`src/hdl/cbvs_pkg.sv`:
```
// ----------------------------------------------------------------------------
// cbvs_pkg
// shared types, constants and helpers of the bezier value smoother
// ----------------------------------------------------------------------------
package cbvs_pkg;

  localparam int unsigned VALUE_W = 32;
  localparam int unsigned T_FRAC  = 16;
  localparam int unsigned ACC_W   = 40;
  localparam int unsigned TICK_W  = 16;

  localparam logic [1:0] MODE_TICK = 2'd0;
  localparam logic [1:0] MODE_SET  = 2'd1;
  localparam logic [1:0] MODE_SNAP = 2'd2;

  typedef enum logic [4:0] {
    OP_NONE,
    OP_T_START,
    OP_T_TAKE,
    OP_P1_START,
    OP_P1_TAKE,
    OP_MUL_UU,
    OP_SET_U2,
    OP_MUL_U2U,
    OP_SET_U3,
    OP_MUL_U2T,
    OP_SET_W1,
    OP_MUL_UT,
    OP_SET_UT,
    OP_MUL_V0,
    OP_ACC_V0,
    OP_MUL_V1,
    OP_MUL_S0,
    OP_ACC_S0,
    OP_MUL_S1,
    OP_ACC_ADD,
    OP_SLOPE_STORE,
    OP_UPDATE,
    OP_OUT_CURVE,
    OP_OUT_DIRECT
  } op_t;

  typedef struct packed {
    logic latch;
    op_t  op;
  } cmd_t;

  typedef struct packed {
    logic have_t;
    logic have_p;
    logic t_full;
    logic div_done;
    logic out_free;
    logic mode_set;
  } status_t;

  function automatic logic [VALUE_W-1:0] sat_val(input logic [ACC_W-1:0] x);
    logic [VALUE_W-1:0] r;
    if ((&x[ACC_W-1:VALUE_W-1]) || !(|x[ACC_W-1:VALUE_W-1])) begin
      r = x[VALUE_W-1:0];
    end else if (x[ACC_W-1]) begin
      r = {1'b1, {(VALUE_W-1){1'b0}}};
    end else begin
      r = {1'b0, {(VALUE_W-1){1'b1}}};
    end
    return r;
  endfunction

endpackage

```
`src/hdl/cbvs_ctrl.sv`:
```
// ----------------------------------------------------------------------------
// cbvs_ctrl
// sequencer for one item: slope, state update, curve value, result
// ----------------------------------------------------------------------------
module cbvs_ctrl (
  input  logic                   clk,
  input  logic                   rst,
  input  logic                   in_valid,
  output logic                   in_ready,
  input  cbvs_pkg::status_t      status,
  output cbvs_pkg::cmd_t         cmd
);

  typedef enum logic [4:0] {
    S_IDLE, S_START, S_T, S_TWAIT, S_P1, S_P1WAIT,
    S_M1, S_W1, S_M2, S_W2, S_M3, S_W3, S_M4, S_W4,
    S_MA, S_AA, S_MB, S_AB, S_END, S_UPD, S_CHK
  } state_t;

  state_t state;
  logic   for_slope;

  assign in_ready  = (state == S_IDLE) && status.out_free;

  always_comb begin
    cmd.latch = in_valid && in_ready;
    case (state)
      S_T:      cmd.op = cbvs_pkg::OP_T_START;
      S_TWAIT:  cmd.op = status.div_done ? cbvs_pkg::OP_T_TAKE : cbvs_pkg::OP_NONE;
      S_P1:     cmd.op = cbvs_pkg::OP_P1_START;
      S_P1WAIT: cmd.op = cbvs_pkg::OP_P1_TAKE;
      S_M1:     cmd.op = cbvs_pkg::OP_MUL_UU;
      S_W1:     cmd.op = cbvs_pkg::OP_SET_U2;
      S_M2:     cmd.op = cbvs_pkg::OP_MUL_U2U;
      S_W2:     cmd.op = cbvs_pkg::OP_SET_U3;
      S_M3:     cmd.op = cbvs_pkg::OP_MUL_U2T;
      S_W3:     cmd.op = cbvs_pkg::OP_SET_W1;
      S_M4:     cmd.op = cbvs_pkg::OP_MUL_UT;
      S_W4:     cmd.op = cbvs_pkg::OP_SET_UT;
      S_MA:     cmd.op = for_slope ? cbvs_pkg::OP_MUL_S0 : cbvs_pkg::OP_MUL_V0;
      S_AA:     cmd.op = for_slope ? cbvs_pkg::OP_ACC_S0 : cbvs_pkg::OP_ACC_V0;
      S_MB:     cmd.op = for_slope ? cbvs_pkg::OP_MUL_S1 : cbvs_pkg::OP_MUL_V1;
      S_AB:     cmd.op = cbvs_pkg::OP_ACC_ADD;
      S_END:    cmd.op = for_slope ? cbvs_pkg::OP_SLOPE_STORE : cbvs_pkg::OP_OUT_CURVE;
      S_UPD:    cmd.op = cbvs_pkg::OP_UPDATE;
      S_CHK:    cmd.op = (status.have_t && status.have_p)
                         ? cbvs_pkg::OP_NONE : cbvs_pkg::OP_OUT_DIRECT;
      default:  cmd.op = cbvs_pkg::OP_NONE;
    endcase
  end

  always_ff @(posedge clk) begin
    if (rst) begin
      state     <= S_IDLE;
      for_slope <= 1'b0;
    end else begin
      case (state)
        S_IDLE: begin
          if (cmd.latch) state <= S_START;
        end
        S_START: begin
          if (status.mode_set && status.have_p) begin
            for_slope <= 1'b1;
            state     <= S_T;
          end else begin
            state <= S_UPD;
          end
        end
        S_T:      state <= status.t_full ? S_P1 : S_TWAIT;
        S_TWAIT:  if (status.div_done) state <= S_P1;
        S_P1:     state <= S_P1WAIT;
        S_P1WAIT: state <= S_M1;
        S_M1:     state <= S_W1;
        S_W1:     state <= S_M2;
        S_M2:     state <= S_W2;
        S_W2:     state <= S_M3;
        S_M3:     state <= S_W3;
        S_W3:     state <= S_M4;
        S_M4:     state <= S_W4;
        S_W4:     state <= S_MA;
        S_MA:     state <= S_AA;
        S_AA:     state <= S_MB;
        S_MB:     state <= S_AB;
        S_AB:     state <= S_END;
        S_END:    state <= for_slope ? S_UPD : S_IDLE;
        S_UPD:    state <= S_CHK;
        S_CHK: begin
          if (status.have_t && status.have_p) begin
            for_slope <= 1'b0;
            state     <= S_T;
          end else begin
            state <= S_IDLE;
          end
        end
        default:  state <= S_IDLE;
      endcase
    end
  end

endmodule

```
`config.mk`:
```
export PLATFORM = sky130hd
export DESIGN_NAME = cbvs_ctrl
export DESIGN_NICKNAME = d
export VERILOG_FILES = /design/src/hdl/cbvs_pkg.sv /design/src/hdl/cbvs_ctrl.sv
export SDC_FILE = /design/constraint.sdc
export NUM_CORES = 1
export LEC_CHECK = 0
export BUFFER_PORTS_ARGS = -buffer_cell sky130_fd_sc_hd__buf_2
export CAP_MARGIN = 5
export CORE_MARGIN = 5
export CORE_UTILIZATION = 47
export DETAILED_ROUTE_END_ITERATION = 10
export PLACE_DENSITY = 0.73
export SLEW_MARGIN = 0
export SYNTH_ARGS = -nofsm -noshare
export SYNTH_HDL_FRONTEND = slang
export SYNTH_SLANG_ARGS = --single-unit
```
`constraint.sdc`:
```
create_clock -name clk -period 1.4 [get_ports clk]
set_clock_uncertainty 0.1 [all_clocks]
set_input_delay 0.21 -clock clk [delete_from_list [all_inputs] [get_ports clk]]
set_output_delay 0.21 -clock clk [all_outputs]
set_load 0.03 [all_outputs]
```
==> impl_metrics.ini, run 1 <==
[clocking]
cts_root_buf = clkbuf_4
cts_made_buffers = 3
clk_path_buf_depth = 2
hold_buffers = 0
htreeDepth = 1
cts_sinks = 6

[die]
start_util_pct = 49.83
die_x_um = 49.97
std_cell_rows = 14
io_pins = 16
die_y_um = 49.97

[grt]
antenna_found_initial = 0
grt_start_max_net_pins = 13

[synth]
synth_top_cell_area_share_pct = 16.00
ys_warn_count = 0
ys_seq_area_share_pct = 16.00
synthesis.nets = 116
netlist.top_cell.by_area = dfxtp_1
syn_inst = 107
synth_area_sq_um = 750.7
synthTopCellsByArea = dfxtp_1 16%, nand2b_1 7.5%, nor2_1 6.5%
synth.avg_cell_area_sq_um = 7.016
synth_seq_cells = 6
ys_types = 43

[status]
status = aborted with a tool error
error = [ERROR DPL-0033] detailed placement checks failed during check placement.
haltStage = global routing

[placement]
hpwl_mm = 1.922
port-buffer-count = 15
gp_congestion = 0.8911

[timing]
grt-worst-endpoint = cmd[2]
worst-ep-kind = top-level output
## cell families after synthesis
group	synth area share, %
mux	1.999
compound gates	33.34
simple gates	37.67
flops	16.00
xor+xnor	1.167
buf+inv	9.833
## cells in the mapped netlist
| library cell | number |
|---|---|
| nor2_1 | 13 |
| a21oi_1 | 9 |
| nand2b_1 | 9 |
| buf_2 | 8 |
| dfxtp_1 | 6 |
| nand2_1 | 6 |
| o21ai_0 | 5 |
| nand3_1 | 4 |
| nor2b_1 | 3 |
| nor3_1 | 3 |
| o221ai_1 | 3 |
| and3_1 | 2 |
| buf_6 | 2 |
| nor4_1 | 2 |
| o21ai_1 | 2 |
| o22ai_1 | 2 |
| o32a_1 | 2 |
| a211o_1 | 1 |
| a21o_2 | 1 |
| a21oi_2 | 1 |
| a221oi_1 | 1 |
| a22o_1 | 1 |
| a311o_1 | 1 |
| a311oi_1 | 1 |
| a31oi_1 | 1 |
| a41oi_2 | 1 |
| and2_1 | 1 |
| and4b_1 | 1 |
| buf_4 | 1 |
| inv_1 | 1 |
| mux2_4 | 1 |
| nand4_1 | 1 |
| o211a_1 | 1 |
| o211ai_1 | 1 |
| o32ai_1 | 1 |
| or2_1 | 1 |
| or2_2 | 1 |
| or2_4 | 1 |
| or2b_1 | 1 |
| or3_1 | 1 |
| or3_4 | 1 |
| or4_1 | 1 |
| xor2_1 | 1 |
## through the flow
stage | setup WS, ns | util [%] | cells | hold slack, ns | cell area, sq um
4_1_cts | -0.4589 | 84.47 | 169 | 0.03885 | 1272
2_1_floorplan | -0.3375 | - | 107 | 0.1791 | 817.0
3_5_place_dp | -0.3360 | 70.68 | 158 | 0.3107 | 1065
3_3_place_gp | -0.3308 | 70.68 | 158 | 0.3050 | 1065
## timing repair
action                     CTS
pin swaps                    7
buffers inserted             8
setup endpoints to repair   13
resized for setup           39
hold endpoints to repair     0
==> run 2: changes to the inputs <==
Settings changed: CORE_AREA from default to 5 5 66 68, CORE_MARGIN 5 to default, CORE_UTILIZATION 47 to default, DIE_AREA from default to 0 0 71 73, PLACE_DENSITY 0.73 to default, PLACE_DENSITY_LB_ADDON from default to 0.15.
Clock period 1.4 ns to 1.8 ns, I/O delays scaled along.
==> impl_metrics.ini, run 2 <==
[timing]
fin_crit_sh_pct = 105.2
rsz0062_at_grt = true
worst_pin_slew_ns = 0.3734
clock.fmax_mhz = 528.3
hold_viol = 0
maxSlewViolCount = 0
fin_setup_tns_ns = -0.3103
worst_slack_ns = -0.09292
period_minus_slack_ns = 1.893
finalSetupViolCount = 5
slew-limit-headroom_pct = 75.01

[clocking]
htreeDepth = 1
hold_buffers = 0
cts_sinks = 6
cts_root_buf = clkbuf_8
cts_made_buffers = 3
cts_tree = yes
clk_path_buf_depth = 2
clock_latency_ns = 0.23
clkSlewWorstSetupHoldPaths_ns = 0.04

[final_layout]
stdcell_count = 193
final_common_cell = buf_4
stdcell_area_sq_um = 1254
area_growth_pct = 67.00
reg_top3 = state (5), for_slope (1)
final_cell_mix = 26 x buf_4, 10 x nor2_1, 10 x buf_6
largest_reg_flops = 5
diodes = 0
finalNetCount = 154
drive_gt1_share_pct = 53.85
largest_register = state

[placement]
gp_congestion = 0.8083
place_area_sq_um = 1039
dp.cells = 188
hpwl_mm = 2.042
dp_slack_ns = -0.009328
port-buffer-count = 15

[synth]
ys_seq_area_share_pct = 16.00
ys_types = 43
synthesis.nets = 116
ys_warn_count = 0
async_reset_ff_share_pct = 0
synth_seq_cells = 6
synth_edf_count = 0
yosysMostFrequentCell = nor2_1
netlist.top_cell.by_area = dfxtp_1
synth_ff_type = dfxtp_1
syn_inst = 107
synth.avg_cell_area_sq_um = 7.016
synthTopCellsByCount = 13 x nor2_1, 9 x a21oi_1, 9 x nand2b_1
synth_area_sq_um = 750.7
synthTopCellsByArea = dfxtp_1 16%, nand2b_1 7.5%, nor2_1 6.5%
synth_top_cell_area_share_pct = 16.00

[grt]
met3_usage_pct = 2.342
grt_busiest_layer = met2
grt_remaining_overflow = 0
track_usage_pct = 10.34
grt_pass1_wl_mm = 4.264
grt_pass1_vias = 894
met1_usage_pct = 13.17
antenna_found_initial = 0
grt_use_met2_pct = 18.13
grt_start_max_net_pins = 11

[die]
die_y_um = 73
std_cell_rows = 23
start_util_pct = 19.76
dieArea_sq_um = 5183
core-area_sq_um = 3799
die_x_um = 71
io_pins = 16

[routing]
ant_nets = 0
dr.pass1.iters = 4
drc = 0
drt_iter0_drc = 54
routed_wl_mm = 2.681
num_vias = 956
wire_per_inst_um = 13.89
routed_via_density = 4.953

[critical_path]
endpoint_kind = output pin
cp_cell_sequence = or4_4 -> nor2_4 -> and2_4 -> buf_6
crit_path_start = state[4]
ff2ff_setup_slack_ns = 0.28
cp_slowest_cell = or4_4
r2r_start = state[2]
cpPeakStageDelay_ns = 0.57
cp_top_family = simple AND/OR/NAND/NOR gates
cp.required_ns = 1.43
reg2reg_depth = 5
path_max_fanout = 7
startpoint_type = flip-flop
cp_data_arrival_time_ns = 1.52
critPathKind = flip-flop to output pin
cp_num_buf_inv = 1
timing.rr.end = state[0]

[min_path]
min_path_type = input pin to flip-flop
worstHoldPathCells = 2
hold_path.startpoint = rst
min_to = for_slope

[power_and_ir_drop]
switchingPower_mw = 0.9855
power_mw = 2.160
intPower_mw = 1.175
sequentialPowerShare_pct = 12.5
power.leakage_nw = 0.4962
ir_drop_uv = 392.6
clkPwrFrac_pct = 9.7
switching_share_pct = 45.62
pwr-share-comb_pct = 77.8
power_density_nw_per_um2 = 1723

[job]
max_cap_violations = 0

[status]
violations = setup timing
status = complete, but fails checks
[run 2: layer usage]
layer	wire, um	share of wire, %
met4	0	0
met3	107	4.0
met5	0	0
met2	1295	48
met1	1278	48
[run 2: kinds of logic after synthesis]
| group | after synthesis | synth area share [%] |
|---|---|---|
| AND/OR/NAND/NOR | 52 | 37.67 |
| AO/OA/AOI/OAI | 35 | 33.34 |
| buffers and inverters | 12 | 9.833 |
| flip-flops | 6 | 16.00 |
| XOR/XNOR | 1 | 1.167 |
| multiplexers | 1 | 1.999 |
[run 2: worst max path at each step]
stage	depth (start not counted)	to
2_1_floorplan	5	cmd[2]
4_1_cts	4	in_ready
5_1_grt	6	cmd[2]
3_5_place_dp	4	in_ready
3_3_place_gp	6	cmd[2]
6_report	4	in_ready
[run 2: power groups by stage]
stage	Clock [mW]	Sequential [mW]	Combinational, mW
3_5_place_dp	0	0.239	1.33
5_1_grt	0.221	0.280	1.80
4_1_cts	0.216	0.255	1.55
3_3_place_gp	0	0.240	1.34
6_report	0.209	0.271	1.68
2_1_floorplan	0	0.194	0.919
[run 2: area by class of cell]
cell class,instances,area [sq um]
Fill cell,431,2545
Multi-Input combinational cell,89,658.1
Timing Repair Buffer,44,347.8
Sequential cell,6,140.1
Tap cell,50,62.56
Clock buffer,3,41.29
Inverter,1,3.754
[run 2: repair_timing]
action	4_1_cts	5_1_grt
pin swaps	4	5
gates cloned	0	0
setup endpoints to repair	7	7
resized for setup	30	18
setup buffers	1	1
[run 2: per-stage QoR]
step / hold WS, ns / utilization [%]
2_1_floorplan: 0.2391 / -
3_3_place_gp: 0.3758 / 27.34
3_5_place_dp: 0.3707 / 27.34
4_1_cts: 0.1326 / 31.23
5_1_grt: 0.1375 / 33.00
6_report: 0.1282 / 33.00
(Power assumes the default switching activity.)
